$ cat config.mk
export PLATFORM = sky130hd
export DESIGN_NAME = fcpu_ctrl
export DESIGN_NICKNAME = d
export VERILOG_FILES = /design/src/rtl/fcpu_pkg.sv /design/src/rtl/fcpu_ctrl.sv
export SDC_FILE = /design/constraint.sdc
export NUM_CORES = 1
export LEC_CHECK = 0
export BUFFER_PORTS_ARGS = -buffer_cell sky130_fd_sc_hd__buf_2
export CORE_AREA = 5 5 59 61
export CTS_BUF_LIST = sky130_fd_sc_hd__clkbuf_16
export DETAILED_ROUTE_END_ITERATION = 10
export DIE_AREA = 0 0 64 66
export PLACE_DENSITY = 0.78
export RECOVER_POWER = 25
export SLEW_MARGIN = 20
export SYNTH_ARGS = -nofsm -noshare
export SYNTH_HDL_FRONTEND = slang
export SYNTH_SLANG_ARGS = --single-unit
$ cat constraint.sdc
create_clock -name i_clk -period 3.4 [get_ports i_clk]
set_input_delay 0.51 -clock i_clk [delete_from_list [all_inputs] [get_ports i_clk]]
set_output_delay 0.51 -clock i_clk [all_outputs]
set_load 0.03 [all_outputs]
$ cat src/rtl/fcpu_pkg.sv
// Shared types, constants and lookup functions for the fly camera pose update block.
`timescale 1ns / 1ps

package fcpu_pkg;

    // Angle and limit constants (angles in 2^-16 degree units)
    localparam logic [24:0]        YAW_FULL     = 25'd23592960;
    localparam logic signed [25:0] ANG_FULL     = 26'sd23592960;
    localparam logic signed [25:0] ANG_HALF     = 26'sd11796480;
    localparam logic signed [25:0] ANG_QUARTER  = 26'sd5898240;
    localparam logic signed [23:0] PITCH_LIMIT  = 24'sd5832704;
    localparam logic signed [31:0] CORDIC_START = 32'sd652032874;
    localparam logic signed [15:0] VEC_ONE      = 16'sd16384;

    // Register reset values
    localparam logic [15:0] SPEED_RESET = 16'd640;
    localparam logic [15:0] SENS_RESET  = 16'd6554;

    // Iteration counts (last step index)
    localparam logic [4:0] CORDIC_LAST = 5'd15;
    localparam logic [4:0] SQRT_LAST   = 5'd31;
    localparam logic [4:0] DIV_LAST    = 5'd31;
    localparam logic [1:0] AXIS_LAST   = 2'd2;

    // Operation codes
    localparam logic OP_MOVE   = 1'b0;
    localparam logic OP_ROTATE = 1'b1;

    typedef enum logic [2:0] {
        DIR_FORWARD,
        DIR_BACKWARD,
        DIR_LEFT,
        DIR_RIGHT,
        DIR_UP,
        DIR_DOWN
    } t_dir;

    typedef enum logic [2:0] {
        CFG_MOVE_SPEED,
        CFG_LOOK_SENS,
        CFG_START_X,
        CFG_START_Y,
        CFG_START_Z,
        CFG_START_YAW,
        CFG_START_PITCH
    } t_cfg_idx;

    // Division jobs of the basis rebuild, in issue order
    typedef enum logic [3:0] {
        DV_FRONT_X,
        DV_FRONT_Y,
        DV_FRONT_Z,
        DV_RIGHT_X,
        DV_RIGHT_Z,
        DV_A,
        DV_C,
        DV_UP_Y,
        DV_UP_X,
        DV_UP_Z
    } t_div_sel;

    // Datapath operations
    typedef enum logic [4:0] {
        DP_NOP,
        DP_MV_VEL,
        DP_MV_MUL,
        DP_MV_ACC,
        DP_ROT_MUL,
        DP_ROT_ADD,
        DP_ROT_WRAP,
        DP_CRD_INIT,
        DP_CRD_STEP,
        DP_FX_MUL,
        DP_FZ_MUL,
        DP_SQ_X,
        DP_SQ_Z,
        DP_SQ_Y,
        DP_SUM,
        DP_SQRT_INIT,
        DP_SQRT_STEP,
        DP_UP_MUL,
        DP_DIV_START,
        DP_DIV_STEP,
        DP_DIV_STORE
    } t_dp_op;

    typedef struct packed {
        t_dp_op     op;
        logic [4:0] cnt;
        logic [1:0] axis;
        t_div_sel   div;
    } t_dp_cmd;

    typedef struct packed {
        logic yaw_ok;
    } t_dp_status;

    typedef struct packed {
        logic               op;
        logic [2:0]         direction;
        logic [19:0]        delta_time;
        logic signed [23:0] yaw_offset;
        logic signed [23:0] pitch_offset;
    } t_in_item;

    typedef struct packed {
        logic signed [31:0] pos_x;
        logic signed [31:0] pos_y;
        logic signed [31:0] pos_z;
        logic signed [15:0] front_x;
        logic signed [15:0] front_y;
        logic signed [15:0] front_z;
        logic signed [15:0] right_x;
        logic signed [15:0] right_y;
        logic signed [15:0] right_z;
        logic signed [15:0] up_x;
        logic signed [15:0] up_y;
        logic signed [15:0] up_z;
    } t_out_item;

    // Arctangent of 2^-i in 2^-16 degree units
    function automatic logic signed [25:0] atan_lut(input logic [3:0] i);
        logic signed [25:0] v;
        case (i)
            4'd0:    v = 26'sd2949120;
            4'd1:    v = 26'sd1740967;
            4'd2:    v = 26'sd919879;
            4'd3:    v = 26'sd466945;
            4'd4:    v = 26'sd234379;
            4'd5:    v = 26'sd117304;
            4'd6:    v = 26'sd58666;
            4'd7:    v = 26'sd29335;
            4'd8:    v = 26'sd14668;
            4'd9:    v = 26'sd7334;
            4'd10:   v = 26'sd3667;
            4'd11:   v = 26'sd1833;
            4'd12:   v = 26'sd917;
            4'd13:   v = 26'sd458;
            4'd14:   v = 26'sd229;
            default: v = 26'sd115;
        endcase
        return v;
    endfunction

endpackage

$ cat src/rtl/fcpu_ctrl.sv
// Sequencer for the fly camera pose update: steps the datapath through move, rotate and basis.
`timescale 1ns / 1ps

module fcpu_ctrl (
    input  logic                 i_clk,
    input  logic                 i_rst_n,
    input  logic                 i_in_acc,
    input  logic                 i_in_op,
    input  logic [2:0]           i_in_dir,
    input  logic                 i_cfg_valid,
    input  logic                 i_cfg_acc,
    input  logic [2:0]           i_cfg_index,
    input  fcpu_pkg::t_dp_status i_status,
    input  logic                 i_out_free,
    output fcpu_pkg::t_dp_cmd    o_cmd,
    output logic                 o_in_ready,
    output logic                 o_cfg_ready,
    output logic                 o_res_load
);
    import fcpu_pkg::*;

    typedef enum logic [4:0] {
        S_IDLE,
        S_MV_VEL,
        S_MV_MUL,
        S_MV_ACC,
        S_ROT_MUL,
        S_ROT_ADD,
        S_ROT_WRAP,
        S_CRD_INIT,
        S_CRD_STEP,
        S_FX_MUL,
        S_FZ_MUL,
        S_SQ_X,
        S_SQ_Z,
        S_SQ_Y,
        S_SUM,
        S_SQRT_INIT,
        S_SQRT_STEP,
        S_UP_MUL,
        S_DIV_START,
        S_DIV_STEP,
        S_DIV_STORE,
        S_RESULT
    } t_state;

    t_state     r_state, n_state;
    logic [4:0] r_cnt, n_cnt;
    logic [1:0] r_axis, n_axis;
    t_div_sel   r_div, n_div;
    logic       r_report, n_report;
    t_div_sel   w_div_next;

    assign w_div_next = t_div_sel'(r_div + 4'd1);

    // Next state
    always_comb begin
        n_state  = r_state;
        n_cnt    = r_cnt;
        n_axis   = r_axis;
        n_div    = r_div;
        n_report = r_report;
        unique case (r_state)
            S_IDLE: begin
                if (i_in_acc) begin
                    if (i_in_op == OP_ROTATE) begin
                        n_state = S_ROT_MUL;
                    end else if (i_in_dir <= DIR_DOWN) begin
                        n_state = S_MV_VEL;
                    end else begin
                        n_state = S_RESULT;
                    end
                end else if (i_cfg_acc && (i_cfg_index == CFG_START_YAW ||
                                           i_cfg_index == CFG_START_PITCH)) begin
                    n_state  = S_CRD_INIT;
                    n_report = 1'b0;
                end
            end
            S_MV_VEL: begin
                n_state = S_MV_MUL;
                n_axis  = 2'd0;
            end
            S_MV_MUL: n_state = S_MV_ACC;
            S_MV_ACC: begin
                if (r_axis == AXIS_LAST) begin
                    n_state = S_RESULT;
                end else begin
                    n_axis  = r_axis + 2'd1;
                    n_state = S_MV_MUL;
                end
            end
            S_ROT_MUL: n_state = S_ROT_ADD;
            S_ROT_ADD: n_state = S_ROT_WRAP;
            S_ROT_WRAP: begin
                if (i_status.yaw_ok) begin
                    n_state  = S_CRD_INIT;
                    n_report = 1'b1;
                end
            end
            S_CRD_INIT: begin
                n_state = S_CRD_STEP;
                n_cnt   = '0;
            end
            S_CRD_STEP: begin
                n_cnt = r_cnt + 5'd1;
                if (r_cnt == CORDIC_LAST) n_state = S_FX_MUL;
            end
            S_FX_MUL: n_state = S_FZ_MUL;
            S_FZ_MUL: n_state = S_SQ_X;
            S_SQ_X:   n_state = S_SQ_Z;
            S_SQ_Z:   n_state = S_SQ_Y;
            S_SQ_Y:   n_state = S_SUM;
            S_SUM:    n_state = S_SQRT_INIT;
            S_SQRT_INIT: begin
                n_state = S_SQRT_STEP;
                n_cnt   = '0;
            end
            S_SQRT_STEP: begin
                n_cnt = r_cnt + 5'd1;
                if (r_cnt == SQRT_LAST) begin
                    n_state = S_DIV_START;
                    n_div   = DV_FRONT_X;
                end
            end
            S_UP_MUL: n_state = S_DIV_START;
            S_DIV_START: begin
                n_state = S_DIV_STEP;
                n_cnt   = '0;
            end
            S_DIV_STEP: begin
                n_cnt = r_cnt + 5'd1;
                if (r_cnt == DIV_LAST) n_state = S_DIV_STORE;
            end
            S_DIV_STORE: begin
                if (r_div == DV_UP_Z) begin
                    n_state = r_report ? S_RESULT : S_IDLE;
                end else begin
                    n_div   = w_div_next;
                    n_state = (w_div_next == DV_UP_X || w_div_next == DV_UP_Z) ?
                              S_UP_MUL : S_DIV_START;
                end
            end
            S_RESULT: begin
                if (i_out_free) n_state = S_IDLE;
            end
            default: n_state = S_IDLE;
        endcase
    end

    // State and counters; reset rebuilds the basis from the start angles
    always_ff @(posedge i_clk) begin
        if (!i_rst_n) begin
            r_state  <= S_CRD_INIT;
            r_cnt    <= '0;
            r_axis   <= '0;
            r_div    <= DV_FRONT_X;
            r_report <= 1'b0;
        end else begin
            r_state  <= n_state;
            r_cnt    <= n_cnt;
            r_axis   <= n_axis;
            r_div    <= n_div;
            r_report <= n_report;
        end
    end

    // Command decode
    always_comb begin
        o_cmd.cnt  = r_cnt;
        o_cmd.axis = r_axis;
        o_cmd.div  = r_div;
        unique case (r_state)
            S_MV_VEL:    o_cmd.op = DP_MV_VEL;
            S_MV_MUL:    o_cmd.op = DP_MV_MUL;
            S_MV_ACC:    o_cmd.op = DP_MV_ACC;
            S_ROT_MUL:   o_cmd.op = DP_ROT_MUL;
            S_ROT_ADD:   o_cmd.op = DP_ROT_ADD;
            S_ROT_WRAP:  o_cmd.op = DP_ROT_WRAP;
            S_CRD_INIT:  o_cmd.op = DP_CRD_INIT;
            S_CRD_STEP:  o_cmd.op = DP_CRD_STEP;
            S_FX_MUL:    o_cmd.op = DP_FX_MUL;
            S_FZ_MUL:    o_cmd.op = DP_FZ_MUL;
            S_SQ_X:      o_cmd.op = DP_SQ_X;
            S_SQ_Z:      o_cmd.op = DP_SQ_Z;
            S_SQ_Y:      o_cmd.op = DP_SQ_Y;
            S_SUM:       o_cmd.op = DP_SUM;
            S_SQRT_INIT: o_cmd.op = DP_SQRT_INIT;
            S_SQRT_STEP: o_cmd.op = DP_SQRT_STEP;
            S_UP_MUL:    o_cmd.op = DP_UP_MUL;
            S_DIV_START: o_cmd.op = DP_DIV_START;
            S_DIV_STEP:  o_cmd.op = DP_DIV_STEP;
            S_DIV_STORE: o_cmd.op = DP_DIV_STORE;
            default:     o_cmd.op = DP_NOP;
        endcase
    end

    // A pending register write goes first, so the two channels never transfer together
    assign o_in_ready  = (r_state == S_IDLE) && !i_cfg_valid;
    assign o_cfg_ready = (r_state == S_IDLE);
    assign o_res_load  = (r_state == S_RESULT) && i_out_free;

`ifndef SYNTHESIS
    a_div_order: assert property (@(posedge i_clk) disable iff (!i_rst_n)
        (r_state == S_UP_MUL) |-> (r_div == DV_UP_X || r_div == DV_UP_Z))
        else $error("up multiply issued for wrong division job");
    a_move_to_result: assert property (@(posedge i_clk) disable iff (!i_rst_n)
        (r_state == S_MV_ACC && r_axis == AXIS_LAST) |=> (r_state == S_RESULT))
        else $error("move did not finish after last axis");
    a_wrap_to_basis: assert property (@(posedge i_clk) disable iff (!i_rst_n)
        (r_state == S_ROT_WRAP && i_status.yaw_ok) |=> (r_state == S_CRD_INIT && r_report))
        else $error("rotate did not start basis rebuild");
`endif

endmodule

==> summary.md <==
| Metric | Value |
|---|---|
| Status | `completed` |
| Leakage power | `roughly 0.7 nW` |
| Number of flops mapped to enable cells by yosys | `0` |
| CP max FO | `16` |
| Vias | `about 1,400` |
| Pin count of the biggest net entering global routing | `22` |
| Final Critical Period | `2520 ps` |
| Yosys Warn Count | `0` |
| Syn Area/Cell | `between 7 and 8 um2` |
| Row cnt | `20` |
| Worst flop-to-flop path endpoint | `o_cmd[13]` |
| Via/cell ratio | `approximately 5.8` |
| Synth Area in Simple Gates | `0.312` |
| PostCTS Resize Cnt | `0` |
| Post-DP HPWL | `2460 um` |
| Post-route DRC | `0` |
| Yosys top cell by area | `dfxtp_1` |
| Overall power | `roughly 0.0012 W` |
| Sink Count | `22` |
| Max-cap viol count | `0` |
| Die area | `about 4200 um2` |
| Seq/Total Area, Yosys | `0.294` |
| Number of antenna cells inserted | `0` |
| Period utilisation layout | `0.742` |
| Grt total ovfl | `0` |
| Vias in the first global route | `between 1,000 and 1,500` |
| Syn-to-layout area delta | `13.1%` |
| Slew headroom | `0.583` |
| Setup bufs post-CTS | `0` |
| H-tree depth | `1` |
| Seq cells post-synth | `22` |
| Synth Area in XOR/XNOR | `0.0175` |
| Post-CTS Hold Buffers | `0` |
| Critical Path Source Type | `register` |
| CP arrival | `around 2700 ps` |
| Cells after Synth | `190` |
| Primary FF master, synth | `dfxtp_1` |
| Num CTS Buffers | `3` |
| VDD IR max | `around 440 uV` |
| Slew Limit Fails | `0` |
| Post-synth ARST share | `0` |
| Setup slack, reg-to-reg | `approximately 900 ps` |
| Hold depth | `2` |
| GP Congestion | `0.817` |
| DRT Pass-1 Iters | `4` |
| Synth area leaders | `dfxtp_1, ha_1, nor2_1` |
| Measured slew at the worst slew-check pin | `~620 ps` |
| CP max stage delay | `660 ps` |
| HP Start | `r_axis[1]` |
| First-pass GRT wire length | `roughly 6000 um` |
| Die X-Extent | `about 64 um` |
| Most frequent cells in the layout | `dfxtp_1, buf_2, nor2_1` |
| Setup TNS | `0 ps` |
| PwrDens | `679 nW/um2` |
| Final setup fails | `0` |
| Starting Density | `0.512` |
| Mapped Nets | `around 210` |
| Crit. End Element | `register` |
| Insertion delay to the later sink of the worst-skew pair | `between 200 and 300 ps` |
| Unique masters post-synth | `48` |
| Hold endpoint | `r_axis[1]` |
| CTS tree | `yes` |
| Initial antenna violation count | `0` |
| DR WL/cell | `14.0 um` |
| CTS clk-pin slew, worst paths | `60 ps` |
| Filler Cells Inserted | `about 280` |
| Fmax | `396 MHz` |
| Slowest-stage cell, CP | `dfxtp_1` |
| Core footprint | `between 2000 and 3000 um2` |
| Largest family of logic cells by synthesized area | `simple AND/OR/NAND/NOR gates` |
| RSZ-0062 raised after global routing | `false` |
| Yosys top cell area share | `0.294` |
| R2R cell count | `7` |
| Critical path data required time | `roughly 3600 ps` |
| Fraction of layout cells with a size suffix above 1 | `0.136` |
| Hold crit path type | `register to register` |
| Crit-path cells | `nor2b_1, nand3_1, o32ai_1, or2_1, o211ai_4, nor4b_2, o21a_1` |
| Clock Tree Buf Depth | `2` |
| Mux contribution to synthesized area | `0` |
| DRT iter0 DRCs | `66` |
| Final Hold Fails | `0` |
| Post-Syn Area | `1500 um2` |
| Post-Place Worst Slack | `between 900 and 1000 ps` |
| Worst Skew | `2.64 ps` |
| Drt total wl | `between 3000 and 4000 um` |
| IO Port Bufs | `31` |
| Fin nets | `235` |
| Post-route ant nets | `0` |
| Clock root buffer | `clkbuf_16` |
| # IOs | `33` |
| Post-Synth Adder-Cell Area | `0.0585` |
| Area of the multi-input gates | `~950 um2` |
| Reg2reg start | `r_state[0]` |
| Fin worst setup slack | `between 800 and 900 ps` |
| Post-synthesis compound-gate area fraction | `0.248` |
| Total GRT Usage | `0.175` |
| Setup Crit Path Kind | `register to register` |
| Final core utilization | `0.579` |
| Die Ht | `66 um` |
| Commonest non-fill, non-tap cell in the layout | `dfxtp_1` |
| Reg area | `~440 um2` |
==> flip-flops by register name, indices dropped and copies added (netlist names) <==
register,flops
o_cmd,5
r_cnt,5
r_state,5
r_div,4
r_axis,2
r_report,1
==> per-stage QoR <==
stage	hold WS [ps]	instance area, um2	std cells
4_1_cts	489	1710	246
2_1_floorplan	468	1500	190
3_3_place_gp	472	1630	242
3_5_place_dp	481	1630	242
6_report	483	1690	246
5_1_grt	521	1690	246
==> cell type report <==
class | instances | area share
inverters | 10 | 0.0222
well taps | 33 | 0.0244
clock buffers | 3 | 0.0443
flip-flops and latches | 22 | 0.260
repair buffers | 31 | 0.0842
clock inverters | 1 | 0.00222
multi-input cells | 146 | 0.563
==> cell usage after synthesis, types with 3 or more instances <==
cell       n
a21boi_0   4
a21boi_1   3
a21oi_1    9
a31oi_1    5
buf_2      5
clkbuf_1   4
dfxtp_1   22
ha_1       7
inv_1      9
nand2_1   15
nand3_1    8
nand3b_1   5
nand4_1    4
nor2_1    16
nor2b_1    8
nor3_1     5
nor3b_1    6
o211ai_1   3
o21ai_0    8
o21ai_1    3
or2_1      3
or3_1      5
==> power by group <==
part | switching (W) | total [W] | internal [W]
combinational | 0.000300 | 0.000481 | 0.000181
sequential | 0.000111 | 0.000422 | 0.000311
clock | 0.0000913 | 0.000248 | 0.000157
total | 0.000502 | 0.00115 | 0.000649
==> worst max path at each step <==
stage                from   endpoint  slack [ps]  cells past startpoint
3_5_place_dp   r_state[0]  o_cmd[13]         960                      7
5_1_grt        r_state[0]  o_cmd[15]         600                      7
2_1_floorplan    r_div[0]  o_cmd[13]         960                      9
4_1_cts        r_state[0]  o_cmd[13]         890                      7
3_3_place_gp   r_state[0]  o_cmd[13]         960                      7
6_report       r_state[0]  o_cmd[13]         880                      7
==> cells by family after synthesis <==
family | after synthesis
buffers and inverters | 22
AO/OA/AOI/OAI | 51
flip-flops | 22
AND/OR/NAND/NOR | 85
XOR/XNOR | 3
adder cells (fa/ha/maj) | 7
==> worst max-delay path: cells and delay by family, from the launching register on <==
| family | cells | cell delay (ps) |
|---|---|---|
| AOI/OAI and AO/OA | 3 | 810 |
| and+or+nand+nor | 4 | 990 |
| DFF | 1 | 660 |
==> routing by layer <==
metal,GRT usage,share of wire,vias to the layer above
li1,-,-,722
met1,0.210,0.44,654
met2,0.304,0.49,41
met3,0.0289,0.049,7
met4,0.0779,0.017,0
met5,0,0,-
(Power assumes the default switching activity.)
